### src/wrle_pkg.sv
package wrle_pkg;

    // Default sizes of the sequence table and the phase cap.
    localparam int DEF_MAX_PHASES = 2048;
    localparam int DEF_ROWS_PER_SEQUENCE = 64;
    localparam int DEF_GRAY_LEVELS = 16;

    // Row byte layout: code in bits 7-6, last flag in bit 5, count in bits 4-0.
    localparam int CODE_SHIFT = 6;
    localparam int LAST_BIT = 5;
    localparam int COUNT_W = 5;

    // Fixed field widths of the channels.
    localparam int ADDR_W = 14;
    localparam int BYTE_W = 8;
    localparam int LEVEL_W = 4;
    localparam int ROW_FIELD_W = 6;
    localparam int PHASE_W = 12;

    // Command queue between the front and the back; a power of two.
    localparam int QUEUE_DEPTH = 4;
    localparam int QPTR_W = $clog2(QUEUE_DEPTH);

    typedef enum logic [1:0] {
        ST_OK        = 2'd0,
        ST_EMPTY     = 2'd1,
        ST_MALFORMED = 2'd2
    } t_status;

    typedef enum logic [1:0] {
        K_LOAD = 2'd0,
        K_WALK = 2'd1,
        K_BAD  = 2'd2
    } t_kind;

    // For K_LOAD, addr is the byte address; for K_WALK, it is the address of
    // the first row to read and row is that row's index within the sequence.
    typedef struct packed {
        t_kind                    kind;
        logic [ADDR_W-1:0]        addr;
        logic [BYTE_W-1:0]        data;
        logic [ROW_FIELD_W-1:0]   row;
    } t_cmd;

    // Reduces a level modulo the number of gray levels by repeated subtraction.
    function automatic logic [LEVEL_W-1:0] level_mod(input logic [LEVEL_W-1:0] value,
                                                     input logic [LEVEL_W:0] levels);
        logic [LEVEL_W-1:0] r;
        r = value;
        for (int i = 0; i < 8; i++) begin
            if ({1'b0, r} >= levels) begin
                r = r - levels[LEVEL_W-1:0];
            end
        end
        return r;
    endfunction

endpackage

### src/wrle_queue.sv
module wrle_queue (
    input  logic            i_clk,
    input  logic            i_rst_n,
    input  logic            i_push_valid,
    input  wrle_pkg::t_cmd  i_push_cmd,
    output logic            o_push_ready,
    output logic            o_pop_valid,
    output wrle_pkg::t_cmd  o_pop_cmd,
    input  logic            i_pop
);

    wrle_pkg::t_cmd              r_mem [wrle_pkg::QUEUE_DEPTH];
    logic [wrle_pkg::QPTR_W-1:0] r_wr_ptr;
    logic [wrle_pkg::QPTR_W-1:0] r_rd_ptr;
    logic [wrle_pkg::QPTR_W:0]   r_count;
    logic                        push;
    logic                        pop;

    assign o_push_ready = r_count != (wrle_pkg::QPTR_W+1)'(wrle_pkg::QUEUE_DEPTH);
    assign o_pop_valid  = r_count != '0;
    assign o_pop_cmd    = r_mem[r_rd_ptr];
    assign push = i_push_valid && o_push_ready;
    assign pop  = i_pop && o_pop_valid;

    always_ff @(posedge i_clk) begin
        if (!i_rst_n) begin
            r_wr_ptr <= '0;
            r_rd_ptr <= '0;
            r_count  <= '0;
        end else begin
            if (push) begin
                r_wr_ptr <= r_wr_ptr + 1'b1;
            end
            if (pop) begin
                r_rd_ptr <= r_rd_ptr + 1'b1;
            end
            if (push && !pop) begin
                r_count <= r_count + 1'b1;
            end else if (pop && !push) begin
                r_count <= r_count - 1'b1;
            end
        end
    end

    always_ff @(posedge i_clk) begin
        if (push) begin
            r_mem[r_wr_ptr] <= i_push_cmd;
        end
    end

endmodule

### config.mk
export PLATFORM = sky130hd
export DESIGN_NAME = wrle_queue
export DESIGN_NICKNAME = d
export VERILOG_FILES = /design/src/wrle_pkg.sv /design/src/wrle_queue.sv
export SDC_FILE = /design/constraint.sdc
export NUM_CORES = 1
export LEC_CHECK = 0
export CORE_ASPECT_RATIO = 1.2
export CORE_MARGIN = 8
export CORE_UTILIZATION = 40
export DETAILED_ROUTE_END_ITERATION = 7
export DONT_BUFFER_PORTS = 1
export GPL_TIMING_DRIVEN = 0
export SETUP_SLACK_MARGIN = 0.1
export SLEW_MARGIN = 20
export SYNTH_ARGS = -nofsm -noshare
export SYNTH_HDL_FRONTEND = slang
export SYNTH_SLANG_ARGS = --single-unit
export TNS_END_PERCENT = 50
### constraint.sdc
create_clock -name i_clk -period 2.2 [get_ports i_clk]
set_input_delay 0 -clock i_clk [delete_from_list [all_inputs] [get_ports i_clk]]
set_output_delay 0 -clock i_clk [all_outputs]
set_load 0.02 [all_outputs]
==> flow_metrics.py <==
metrics = {
    "drt": {
        "route.antenna.remaining_nets": 0,
        "routed-via-count": 2134,
        "wirelength_um": 8650,
        "vias_per_cell": 4.91,
        "detailedRoute.firstIterationViolations": 65,
        "drt-pass1-iter-count": 4,
        "routedWlPerCell_um": 19.9,
        "detail_route.drc_violations": 0,
    },
    "finish": {
        "n_antenna_cell": 0,
        "syn2layout_area_growth_pct": 26.1,
        "finalNonFillerCells": 435,
        "fin_nets": 301,
        "final_layout_size_suffix_gt1_frac": 0.292,
        "final_core_utilization": 0.510,
    },
    "global_routing": {
        "grt_first_pass_wirelength_um": 13500,
        "gr-usage-all-layers": 0.122,
        "gr-total-overflow": 0,
        "maximum_number_of_pins_on_one_net_before_global_route_repair": 25,
        "grt_antenna_before_repair": 0,
        "grt_pass1_vias": 2322,
    },
    "floorplanning": {
        "floorplan.core_area_sq_um": 11900,
        "die_y_um": 136,
        "dieArea_sq_um": 15900,
        "core.rowCount": 44,
        "initial_core_util": 0.405,
        "die_x_um": 116,
        "pin_count": 66,
    },
    "yosys": {
        "synth.net_count": 244,
        "synth.yosys.seq_area_share": 0.783,
        "synth_top_family_by_area": "multiplexers",
        "post_synth_xor_area_fraction": 0.00725,
        "synth-seq-cells": 129,
        "muxShareOfSynthArea": 0.146,
        "synth.largest_area_cell": "sky130_fd_sc_hd__edfxtp_1",
        "ys_top_cells_by_area": "sky130_fd_sc_hd__edfxtp_1 75%, sky130_fd_sc_hd__mux4_2 14%, sky130_fd_sc_hd__dfxtp_1 3.7%, sky130_fd_sc_hd__ha_1 1.3%, sky130_fd_sc_hd__and2_1 1.0%",
        "yosys_warnings": 0,
        "mappedNetlistArea_sq_um": 4830,
        "synthSimpleGateAreaFrac": 0.0197,
        "adder_cell_share_of_the_synthesized_area": 0.0171,
        "synth_compound_area_frac": 0.0142,
        "synth_top_cell_area_share": 0.745,
        "synth_area_per_cell_sq_um": 23.7,
        "ys_types": 23,
        "netlist_instances": 204,
    },
    "sta": {
        "finalWorstPathRequiredPeriod_ns": 2.02,
        "post_route_clock_skew_ns": 0.00942,
        "grt_setup_unrepaired": "false",
        "post-route-period-util": 0.919,
        "timing_hold_violations_final": 0,
        "accumulated_negative_setup_slack_ns": 0,
        "finalSetupViolCount": 0,
        "worst_slew_pin_slew_ns": 0.460,
        "max_clock_freq_mhz": 495,
        "max_slew_vio_count": 0,
        "max-slew-margin-rel": 0.693,
    },
    "pwr": {
        "power_density_nw_per_um2": 1270,
        "power_leakage_nw": 1.99,
        "peak_supply_drop_uv": 472,
    },
    "outcome": {
        "outcome": "finished, final reports clean",
    },
    "worst_setup_path": {
        "critical_path_peak_fanout": 6,
        "crit_slowest_cell": "sky130_fd_sc_hd__dfxtp_2",
        "cp-start-kind": "flip-flop",
        "critical_path_type": "reg2reg",
        "timing.critical_path.to_type": "flip-flop",
        "max_stage_delay_ns": 0.37,
        "cp_data_arrival_time_ns": 2.35,
        "path_cells": "o31ai_4, ha_2, inv_1, fa_1, xor2_1, or3_1, a21boi_0",
        "cp_data_required_time_ns": 2.53,
        "critPathTopFamily": "adder cells",
        "buf_inv_stages_crit_path": 1,
    },
    "clock_network": {
        "clk_root_buffer_cell": "sky130_fd_sc_hd__clkbuf_16",
        "tritoncts.num_buffers": 17,
        "clock_sinks": 129,
        "cts_max_level": 4,
        "clock_tree_from_tritoncts": "yes",
        "worstSkewPairLatency_ns": 0.41,
        "clkTransAtPathRegs_ns": 0.06,
        "cts_max_path_buffers": 2,
    },
    "placement": {
        "count_of_buffers_from_port_buffering": 0,
        "place_inst": 369,
        "dp_hpwl_um": 5540,
        "gpl.final_weighted_congestion": 0.650,
    },
    "min_path": {
        "hold_crit_path_type": "in2reg",
    },
    "flow_run": {
        "drv.max_cap_violation_count": 0,
    },
}
==> layout by cell type (no fill, tap or decap), types with 4 or more instances in the layout <==
master | netlist | routed
sky130_fd_sc_hd__clkbuf_16 | 0 | 17
sky130_fd_sc_hd__ha_1 | 5 | 4
sky130_fd_sc_hd__dlygate4sd3_1 | 0 | 33
sky130_fd_sc_hd__and2_2 | 0 | 4
sky130_fd_sc_hd__bufinv_16 | 0 | 5
sky130_fd_sc_hd__nand2_1 | 5 | 5
sky130_fd_sc_hd__dfxtp_1 | 9 | 6
sky130_fd_sc_hd__clkinv_1 | 0 | 5
sky130_fd_sc_hd__edfxtp_1 | 120 | 120
sky130_fd_sc_hd__and2_1 | 8 | 4
sky130_fd_sc_hd__mux4_2 | 30 | 30
==> logic make-up (layout without fill, tap and decap cells) <==
family	after synthesis	in the layout
flops	129	129
fa+ha+maj	6	6
xor+xnor	4	4
simple gates	17	17
buf+inv	10	80
mux	33	33
compound gates	5	5
==> cell usage after synthesis (all sizes together) <==
library cell	instances
o31ai	1
a21boi	2
dfxtp	9
xnor2	3
mux2i	3
clkbuf	1
edfxtp	120
and2	8
nor2b	1
ha	5
inv	3
nand2	5
xor2	1
fa	1
nor2	1
o21ai	1
buf	6
or3	2
o311ai	1
mux4	30
==> cell type report <==
| class | count | area, sq um |
|---|---|---|
| repair buffers | 38 | 425 |
| well taps | 161 | 201 |
| inverters | 3 | 11.3 |
| clock inverters | 14 | 194 |
| fillers | 967 | 5850 |
| clock buffers | 18 | 429 |
| flip-flops and latches | 129 | 3790 |
| plain buffers | 7 | 52.6 |
| multi-input cells | 65 | 995 |
==> where the power goes <==
part           switching [mW]  total (mW)  internal, mW  leakage (nW)
registers               0.122        3.12          2.99          1.18
clock network           0.959        2.94          1.98         0.297
logic                   0.983        1.69         0.703         0.514
==> worst paths after layout <==
kind,start,to,slack [ns],cells past startpoint
worst min register to register,r_wr_ptr[1],r_wr_ptr[1],0.50,2
worst max-delay path,r_count[1],r_count[2],0.18,7
worst min-delay path,i_push_cmd[21],r_mem[2][21],0.29,1
worst max register to register,r_count[1],r_count[2],0.18,7
==> metal layers <==
layer / vias up / global-route usage / part of all wire
li1: 963 / - / -
met1: 1113 / 0.142 / 0.42
met2: 43 / 0.192 / 0.52
met3: 15 / 0.0404 / 0.042
met4: 0 / 0.0693 / 0.018
met5: - / 0 / 0
==> state kept, by name, indices dropped and copies added (netlist names), named ones only <==
| name | cells |
|---|---|
| r_count | 3 |
| r_mem | 120 |
| r_wr_ptr | 2 |
| r_rd_ptr | 2 |
==> through the flow <==
stage | instance area [sq um] | setup slack (ns) | total power [mW] | hold WS (ns)
3_5_place_dp | 5130 | -0.0401 | 4.83 | 0.0991
5_1_grt | 6100 | 0.102 | 8.09 | 0.293
6_report | 6100 | 0.179 | 7.74 | 0.294
2_1_floorplan | 4830 | 0.126 | 4.45 | 0.0989
4_1_cts | 6090 | 0.173 | 7.87 | 0.285
3_3_place_gp | 5040 | -0.497 | 4.75 | 0.0991
==> timing repair <==
| item | in CTS | in global routing |
|---|---|---|
| setup endpoints to repair | 1 | 1 |
| hold buffers | 33 | 0 |
| pin swaps | 1 | 1 |
| hold endpoints to repair | 128 | 0 |
| setup buffers | 1 | 0 |
| gates resized for setup | 3 | 2 |
Power figures use the tool's default switching activity.
