--- src/wrle_pkg.sv ---
package wrle_pkg;

    // Default sizes of the sequence table and the phase cap.
    localparam int DEF_MAX_PHASES = 2048;
    localparam int DEF_ROWS_PER_SEQUENCE = 64;
    localparam int DEF_GRAY_LEVELS = 16;

    // Row byte layout: code in bits 7-6, last flag in bit 5, count in bits 4-0.
    localparam int CODE_SHIFT = 6;
    localparam int LAST_BIT = 5;
    localparam int COUNT_W = 5;

    // Fixed field widths of the channels.
    localparam int ADDR_W = 14;
    localparam int BYTE_W = 8;
    localparam int LEVEL_W = 4;
    localparam int ROW_FIELD_W = 6;
    localparam int PHASE_W = 12;

    // Command queue between the front and the back; a power of two.
    localparam int QUEUE_DEPTH = 4;
    localparam int QPTR_W = $clog2(QUEUE_DEPTH);

    typedef enum logic [1:0] {
        ST_OK        = 2'd0,
        ST_EMPTY     = 2'd1,
        ST_MALFORMED = 2'd2
    } t_status;

    typedef enum logic [1:0] {
        K_LOAD = 2'd0,
        K_WALK = 2'd1,
        K_BAD  = 2'd2
    } t_kind;

    // For K_LOAD, addr is the byte address; for K_WALK, it is the address of
    // the first row to read and row is that row's index within the sequence.
    typedef struct packed {
        t_kind                    kind;
        logic [ADDR_W-1:0]        addr;
        logic [BYTE_W-1:0]        data;
        logic [ROW_FIELD_W-1:0]   row;
    } t_cmd;

    // Reduces a level modulo the number of gray levels by repeated subtraction.
    function automatic logic [LEVEL_W-1:0] level_mod(input logic [LEVEL_W-1:0] value,
                                                     input logic [LEVEL_W:0] levels);
        logic [LEVEL_W-1:0] r;
        r = value;
        for (int i = 0; i < 8; i++) begin
            if ({1'b0, r} >= levels) begin
                r = r - levels[LEVEL_W-1:0];
            end
        end
        return r;
    endfunction

endpackage

--- src/wrle_if.sv ---
interface wrle_in_if;
    logic                                 valid;
    logic                                 ready;
    logic                                 action;
    logic [wrle_pkg::ADDR_W-1:0]          load_address;
    logic [wrle_pkg::BYTE_W-1:0]          load_byte;
    logic [wrle_pkg::LEVEL_W-1:0]         from_level;
    logic [wrle_pkg::LEVEL_W-1:0]         to_level;
    logic [wrle_pkg::ROW_FIELD_W-1:0]     start_row;

    modport source (
        output valid, action, load_address, load_byte, from_level, to_level, start_row,
        input  ready
    );
    modport sink (
        input  valid, action, load_address, load_byte, from_level, to_level, start_row,
        output ready
    );
endinterface


--- src/wrle_front.sv ---
module wrle_front #(
    parameter int ROWS_PER_SEQUENCE = wrle_pkg::DEF_ROWS_PER_SEQUENCE,
    parameter int GRAY_LEVELS = wrle_pkg::DEF_GRAY_LEVELS
) (
    wrle_in_if.sink         i_in,
    output logic            o_push_valid,
    output wrle_pkg::t_cmd  o_push_cmd,
    input  logic            i_push_ready
);

    localparam int TableDepth = GRAY_LEVELS * GRAY_LEVELS * ROWS_PER_SEQUENCE;

    logic [wrle_pkg::LEVEL_W-1:0] from_m;
    logic [wrle_pkg::LEVEL_W-1:0] to_m;
    logic [wrle_pkg::ADDR_W-1:0]  pair;
    logic [wrle_pkg::ADDR_W-1:0]  walk_addr;
    logic                         load_in_range;
    logic                         row_bad;

    assign from_m = wrle_pkg::level_mod(i_in.from_level, (wrle_pkg::LEVEL_W+1)'(GRAY_LEVELS));
    assign to_m   = wrle_pkg::level_mod(i_in.to_level, (wrle_pkg::LEVEL_W+1)'(GRAY_LEVELS));

    assign pair = wrle_pkg::ADDR_W'(from_m) * wrle_pkg::ADDR_W'(GRAY_LEVELS)
                + wrle_pkg::ADDR_W'(to_m);
    assign walk_addr = pair * wrle_pkg::ADDR_W'(ROWS_PER_SEQUENCE)
                     + wrle_pkg::ADDR_W'(i_in.start_row);

    assign load_in_range = (wrle_pkg::ADDR_W+1)'(i_in.load_address)
                         < (wrle_pkg::ADDR_W+1)'(TableDepth);
    assign row_bad = (wrle_pkg::ROW_FIELD_W+1)'(i_in.start_row)
                   >= (wrle_pkg::ROW_FIELD_W+1)'(ROWS_PER_SEQUENCE);

    // A load beyond the table is accepted and dropped here.
    assign i_in.ready   = i_push_ready;
    assign o_push_valid = i_in.valid && (i_in.action || load_in_range);

    always_comb begin
        o_push_cmd.data = i_in.load_byte;
        o_push_cmd.row  = i_in.start_row;
        if (!i_in.action) begin
            o_push_cmd.kind = wrle_pkg::K_LOAD;
            o_push_cmd.addr = i_in.load_address;
        end else if (row_bad) begin
            o_push_cmd.kind = wrle_pkg::K_BAD;
            o_push_cmd.addr = walk_addr;
        end else begin
            o_push_cmd.kind = wrle_pkg::K_WALK;
            o_push_cmd.addr = walk_addr;
        end
    end

endmodule

--- src/flat_wrapper.sv ---
// flat-port wrapper written by rule: the top's interface ports become plain ports
module wrle_front_flat 
#(
    parameter int ROWS_PER_SEQUENCE = wrle_pkg::DEF_ROWS_PER_SEQUENCE,
    parameter int GRAY_LEVELS = wrle_pkg::DEF_GRAY_LEVELS
)
  (o_push_valid, o_push_cmd, i_push_ready, i_in_valid, i_in_action, i_in_load_address, i_in_load_byte, i_in_from_level, i_in_to_level, i_in_start_row, i_in_ready);
  wrle_in_if i_in_i ();
  output logic o_push_valid;
  output wrle_pkg::t_cmd o_push_cmd;
  input  logic i_push_ready;
  input wire logic [$bits(i_in_i.valid)-1:0] i_in_valid;
  input wire logic [$bits(i_in_i.action)-1:0] i_in_action;
  input wire logic [$bits(i_in_i.load_address)-1:0] i_in_load_address;
  input wire logic [$bits(i_in_i.load_byte)-1:0] i_in_load_byte;
  input wire logic [$bits(i_in_i.from_level)-1:0] i_in_from_level;
  input wire logic [$bits(i_in_i.to_level)-1:0] i_in_to_level;
  input wire logic [$bits(i_in_i.start_row)-1:0] i_in_start_row;
  output wire logic [$bits(i_in_i.ready)-1:0] i_in_ready;
  assign i_in_i.valid = i_in_valid;
  assign i_in_i.action = i_in_action;
  assign i_in_i.load_address = i_in_load_address;
  assign i_in_i.load_byte = i_in_load_byte;
  assign i_in_i.from_level = i_in_from_level;
  assign i_in_i.to_level = i_in_to_level;
  assign i_in_i.start_row = i_in_start_row;
  assign i_in_ready = i_in_i.ready;
  wrle_front #(.ROWS_PER_SEQUENCE(ROWS_PER_SEQUENCE), .GRAY_LEVELS(GRAY_LEVELS)) u_core (.i_in(i_in_i), .o_push_valid(o_push_valid), .o_push_cmd(o_push_cmd), .i_push_ready(i_push_ready));
endmodule
--- config.mk ---
export PLATFORM = sky130hd
export DESIGN_NAME = wrle_front_flat
export DESIGN_NICKNAME = d
export VERILOG_FILES = /design/src/wrle_pkg.sv /design/src/wrle_if.sv /design/src/wrle_front.sv /design/src/flat_wrapper.sv
export SDC_FILE = /design/constraint.sdc
export NUM_CORES = 1
export LEC_CHECK = 0
export ABC_AREA = 1
export ABC_CLOCK_PERIOD_IN_PS = 800
export BUFFER_PORTS_ARGS = -buffer_cell sky130_fd_sc_hd__buf_4
export CAP_MARGIN = 5
export CORE_UTILIZATION = 24
export DETAILED_ROUTE_END_ITERATION = 12
export PLACE_DENSITY_LB_ADDON = 0.12
export SETUP_SLACK_MARGIN = 0.3
export SLEW_MARGIN = 10
export SYNTH_ARGS = -nofsm -noshare
export SYNTH_HDL_FRONTEND = slang
export SYNTH_SLANG_ARGS = --single-unit
--- constraint.sdc ---
create_clock -name vclk -period 0.8
set_clock_uncertainty 0.05 [all_clocks]
set_input_delay 0.16 -clock vclk [all_inputs]
set_output_delay 0.16 -clock vclk [all_outputs]
set_load 0.02 [all_outputs]
==> results of run 1 <==
## metal layers
layer | part of all wire | wire length, um
met3 | 0.12 | 174
met4 | 0 | 0
met5 | 0 | 0
met1 | 0.32 | 460
met2 | 0.55 | 786
## stage by stage
stage	setup WS, ps	setup TNS [ps]
2_1_floorplan	123	0
3_3_place_gp	-203	-2440
3_5_place_dp	-209	-2460
4_1_cts	1.50	0
5_1_grt	-29.2	-248
6_report	-7.28	-14.6
## power groups by stage
| stage | clock network (mW) | logic (mW) | registers [mW] |
|---|---|---|---|
| global placement | 0 | 0.452 | 0 |
| finish | 0 | 0.660 | 0 |
| floorplan | 0 | 0.356 | 0 |
| CTS | 0 | 0.641 | 0 |
| global route | 0 | 0.695 | 0 |
| detailed placement | 0 | 0.453 | 0 |
## synth_stat cells
master   number  share of area
nand2_1      42           0.49
buf_4        19           0.45
buf_6         1          0.035
conb_1        1          0.012
inv_2         1          0.012
## repair_timing
item / 4_1_cts / 5_1_grt
endpoints found under the setup margin: 21 / 21
setup buffers: 0 / 0
resized for setup: 69 / 6
hold endpoints to repair: 0 / 0
cloned: 3 / 0
pin swaps: 6 / 4
## cells by family (layout without fill, tap and decap cells)
logic type | Yosys count | in the layout | share of synthesized area
buf+inv | 21 | 54 | 0.494
other cells | 1 | 1 | 0.0118
simple gates | 42 | 42 | 0.494
## worst max-delay path: cells and delay by family
kind	cells	cell delay (ps)
buffers and inverters	3	320
AND/OR/NAND/NOR	2	110
## worst paths after layout
check / start / end / depth (start not counted)
hold / removal: i_push_ready / i_in_ready / 0
setup / recovery: i_in_action / o_push_cmd[15] / 5
## final cells by class
type / count / area (um^2)
well taps: 14 / 17.5
fillers: 74 / 195
multi-input cells: 43 / 344
repair buffers: 52 / 578
inverters: 1 / 20.0
repair inverters: 1 / 16.3
## cells in the final DEF, fill, tap and decap left out
cell	n
nand2_2	22
buf_4	22
buf_6	20
nand2_4	17
buf_8	7
nand2_1	3
buf_16	3
inv_16	1
conb_1	1
inv_12	1
==> metrics.md, run 1 <==
| Metric | Value |
|---|---|
| Status | complete, but fails checks |
| Failing checks | setup timing |
| Drt first pass iters | 1 |
| GRT Total Usage | 0.194 |
| Max-slew violations | 0 |
| Share of cells above drive strength 1 | 0.959 |
| Min Hold Slack | 270 ps |
| Post-route ant nets | 0 |
| Vias per cell | 4.56 |
| Mapped cell area | between 300 and 400 um^2 |
| Wirelength per Cell | roughly 13 um |
| Critical Path End Type | output port |
| Post-layout util | 0.833 |
| Max-Cap Viols | 0 |
| Static Leak | 0.542 nW |
| Slowest stage cell, crit path | buf_16 |
| Yosys cell types | 5 |
| CLK BUF | 0 |
| Min setup slack post-route | -7.28 ps |
| Layout area overhead | 206% |
| Gate Count Post-Synth | between 60 and 70 |
| Hpwl dp | 752 um |
| Flop pwr share | 0 |
| Final nets | 138 |
| Finished layout cell area | 976 um^2 |
| Most frequent CP cell | nand2_2 |
| Worst path cell trace | buf_16 > inv_12 > nand2_2 > nand2_2 > buf_6 |
| Initial Utilization | 0.272 |
| Most Crowded Layer GR | met2 |
| PwrDens | 676 mW/mm^2 |
| Largest net degree at the start of global routing | 9 |
| Worst min path class | in -> out |
| Fmax | 1240 MHz |
| Initial DRC Count | 0 |
| Placed cell areas | 644 um^2 |
| CP Launch Type | input port |
| FFs & Latches | 0 |
| Clock Power Share | 0 |
| Die area | 0.00148 mm^2 |
| First-pass GRT wire length | approximately 2000 um |
| CTS Hold Bufs | 0 |
| GR Util met2 | 0.411 |
| Core Region | between 0.001 and 0.0015 mm^2 |
| RSZ-0062 raised after global routing | yes |
| Met1 track demand over resource | 0.199 |
| Critical Path RT | 590 ps |
| Final WL | around 1400 um |
| Ant. Diodes | 0 |
| Maximum VDD drop | around 0.43 mV |
| Sw frac | 0.455 |
| Vias | 506 |
| Vias in the first global route | 449 |
| Ports | roughly 70 |
| Grt total ovfl | 0 |
| Total power | 660 uW |
| Final Hold Violating Endpoints | 0 |
| Crit-path max FO | 7 |
| FP Rows | 12 |
| Mean Syn Cell Area | 4.99 um^2 |
| Non-Filler Instances | 111 |
| Placed insts | 108 |
| Worst Setup Path Type | in -> out |
| Sw Pwr | 300 uW |
| Yosys warnings | 0 |
| Port Buffer Count | 50 |
| DRC | 0 |
| Total internal power | 360 uW |
| RePlAce Congestion | 0.601 |
| Post-synthesis net count | 103 |
| Die width | 38.5 um |
| Fin crit period | 807 ps |
| Sequential area share after synthesis | 0 |
| Combinational share of power | 1.000 |
| Finish-stage setup viols | 4 |
| Sequential Area | 0 um^2 |
| Final period util | 1.01 |
| Die Height | 38.5 um |
| Worst Path Arrival | 600 ps |
| Worst path max stage delay | 130 ps |
| Met3 GRT Util | 0.0349 |
| Antenna violations before repair | 0 |
Note: power is estimated with default switching activity, not from simulation.
==> inputs of run 2 (changes only) <==
--- a/config.mk
+++ b/config.mk
@@ -6,11 +6,12 @@
 export NUM_CORES = 1
 export LEC_CHECK = 0
 export ABC_AREA = 1
-export ABC_CLOCK_PERIOD_IN_PS = 800
+export ABC_CLOCK_PERIOD_IN_PS = 1000
 export BUFFER_PORTS_ARGS = -buffer_cell sky130_fd_sc_hd__buf_4
 export CAP_MARGIN = 5
-export CORE_UTILIZATION = 24
+export CORE_AREA = 2 2 39 41
 export DETAILED_ROUTE_END_ITERATION = 12
+export DIE_AREA = 0 0 41 43
 export PLACE_DENSITY_LB_ADDON = 0.12
 export SETUP_SLACK_MARGIN = 0.3
 export SLEW_MARGIN = 10
==> constraint.sdc (replaced) <==
create_clock -name vclk -period 1
set_clock_uncertainty 0.05 [all_clocks]
set_input_delay 0.2 -clock vclk [all_inputs]
set_output_delay 0.2 -clock vclk [all_outputs]
set_load 0.01 [all_outputs]
==> run 2 against run 1 <==
  * The run now ends clean
  * Wire length fell by 14%
  * Hold slack better by 80 ps
  * Die area is 19% higher
==> metrics.md, run 2 (same netlist as run 1, synthesis figures left out) <==
| Metric | Value |
|---|---|
| Fin crit period | 862 ps |
| Fmax | between 1000 and 1500 MHz |
| Most common cell after layout, fill and taps aside | nand2_2 |
| Grt total ovfl | 0 (unchanged) |
| Fillers | 136 (+84%) |
| Worst Setup Path Type | in -> out |
| Port Buffer Count | 50 (unchanged) |
| Die area | 0.00176 mm^2 (+19%) |
| Drt first pass iters | 1 (unchanged) |
| Antenna violations before repair | 0 (unchanged) |
| PwrDens | 486 mW/mm^2 (-28%) |
| Final nets | 138 (unchanged) |
| FP Rows | 14 (+2) |
| Cell family with most CP delay | buffers and inverters |
| Most frequent cells in the layout | nand2_2, buf_4, buf_6 |
| GRT Total Usage | 0.137 (-0.0569) |
| Final WL | 1220 um (-14%) |
| CTS Hold Bufs | 0 (unchanged) |
| CP Launch Type | input port |
| Worst Path Arrival | 610 ps (about the same) |
| Most frequent CP cell | nand2_2 |
| Status | complete, no violations |
| Crit-path max FO | 7 (unchanged) |
| Worst min path class | in -> out |
| Initial DRC Count | 0 (unchanged) |
| Max-slew violations | 0 (unchanged) |
| Die width | 41 um (+6.6%) |
| Die Height | 43 um (+12%) |
| Critical Path RT | 750 ps (+160 ps) |
| Vias | 499 (-1.4%) |
| Pre-CTS setup slack | -17.8 ps (+191 ps) |
| Critical Path End Type | output port |
| RePlAce Congestion | 0.613 (+2.1%) |
| Core Region | 0.00138 mm^2 (+18%) |
| DRC | 0 (unchanged) |
| First-pass GRT wire length | 1790 um (-11%) |
| Post-route ant nets | 0 (unchanged) |
| Worst path max stage delay | 130 ps (about the same) |
| Wirelength per Cell | 10.8 um (-16%) |
| Buf/Inv on CP | 3 (unchanged) |
| Slowest stage cell, crit path | buf_16 |
| Ant. Diodes | 0 (unchanged) |
| Finish-stage setup viols | 0 (-4) |
| Max-Cap Viols | 0 (unchanged) |
| Static Leak | 0.497 nW (-8.1%) |
| Largest net degree at the start of global routing | 9 (unchanged) |
| Hpwl dp | 775 um (+3.0%) |
| Layout area overhead | 180% |
| CLK BUF | 0 (unchanged) |
| Final period util | 0.862 |
| Ports | 71 (unchanged) |
| Post-layout util | 0.646 (-0.187) |
| Share of cells above drive strength 1 | 0.959 (unchanged) |
| Vias in the first global route | 451 (+0.45%) |
| Sequential Area | 0 um^2 (unchanged) |
| Min setup slack post-route | 138 ps (+145 ps) |
| FFs & Latches | 0 (unchanged) |
| RSZ-0062 raised after global routing | yes |
| Initial Utilization | 0.231 (-0.0419) |
| Final Hold Violating Endpoints | 0 (unchanged) |
| Maximum VDD drop | 0.227 mV (-47%) |
| Vias per cell | 4.42 (-3.1%) |
| Worst path cell trace | buf_16 > inv_12 > nand2_2 > nand2_2 > buf_6 |
## run 2: cell count changes in the layout (fill, tap and decap cells not counted)
| cell | change |
|---|---|
| buf_6 | +1 |
| buf_8 | -7 |
| buf_4 | +6 |
| nand2_4 | -7 |
| nand2_2 | +7 |
## run 2: metrics by stage
step | std cells | instance area, um^2 | TNS [ps] | hold slack, ps | total power, mW
after floorplan | 64 | 375 | 0 | 440 | 0.180
after global placement | 110 | 609 | -88.8 | 350 | 0.293
after detailed placement | 110 | 609 | -136 | 350 | 0.295
after CTS | 113 | 851 | 0 | 350 | 0.415
after global routing | 113 | 895 | 0 | 350 | 0.467
final | 113 | 895 | 0 | 350 | 0.435
## run 2: layout make-up
type / count / area [um^2] / share of cell area
Timing Repair Buffer: 52 / 529 / 0.592
Multi-Input combinational cell: 43 / 309 / 0.345
Inverter: 1 / 20.0 / 0.0224
Tap cell: 16 / 20.0 / 0.0224
Timing Repair inverter: 1 / 16.3 / 0.0182
## run 2: repair_timing
item | in CTS | in global routing
setup buffers | 0 | 0
pin swaps | 6 | 3
setup endpoints to repair | 15 | 21
resized for setup | 52 | 13
cloned | 3 | 0
## run 2: where the power goes
| group | switching (mW) | internal [mW] | total [mW] |
|---|---|---|---|
| clock network | 0 | 0 | 0 |
| registers | 0 | 0 | 0 |
| logic | 0.176 | 0.259 | 0.435 |
| total | 0.176 | 0.259 | 0.435 |
## run 2: layer usage
layer,global-route usage,wire length [um],vias to the layer above
li1,-,-,241
met4,0,0,0
met3,0.0366,195,0
met5,0,0,-
met2,0.272,695,38
met1,0.136,328,220
## run 2: worst paths after layout
path,from,endpoint,slack [ps],cells after the start
worst min-delay path,i_in_load_byte[5],o_push_cmd[11],350,0
worst max-delay path,i_in_action,o_push_cmd[26],140,5
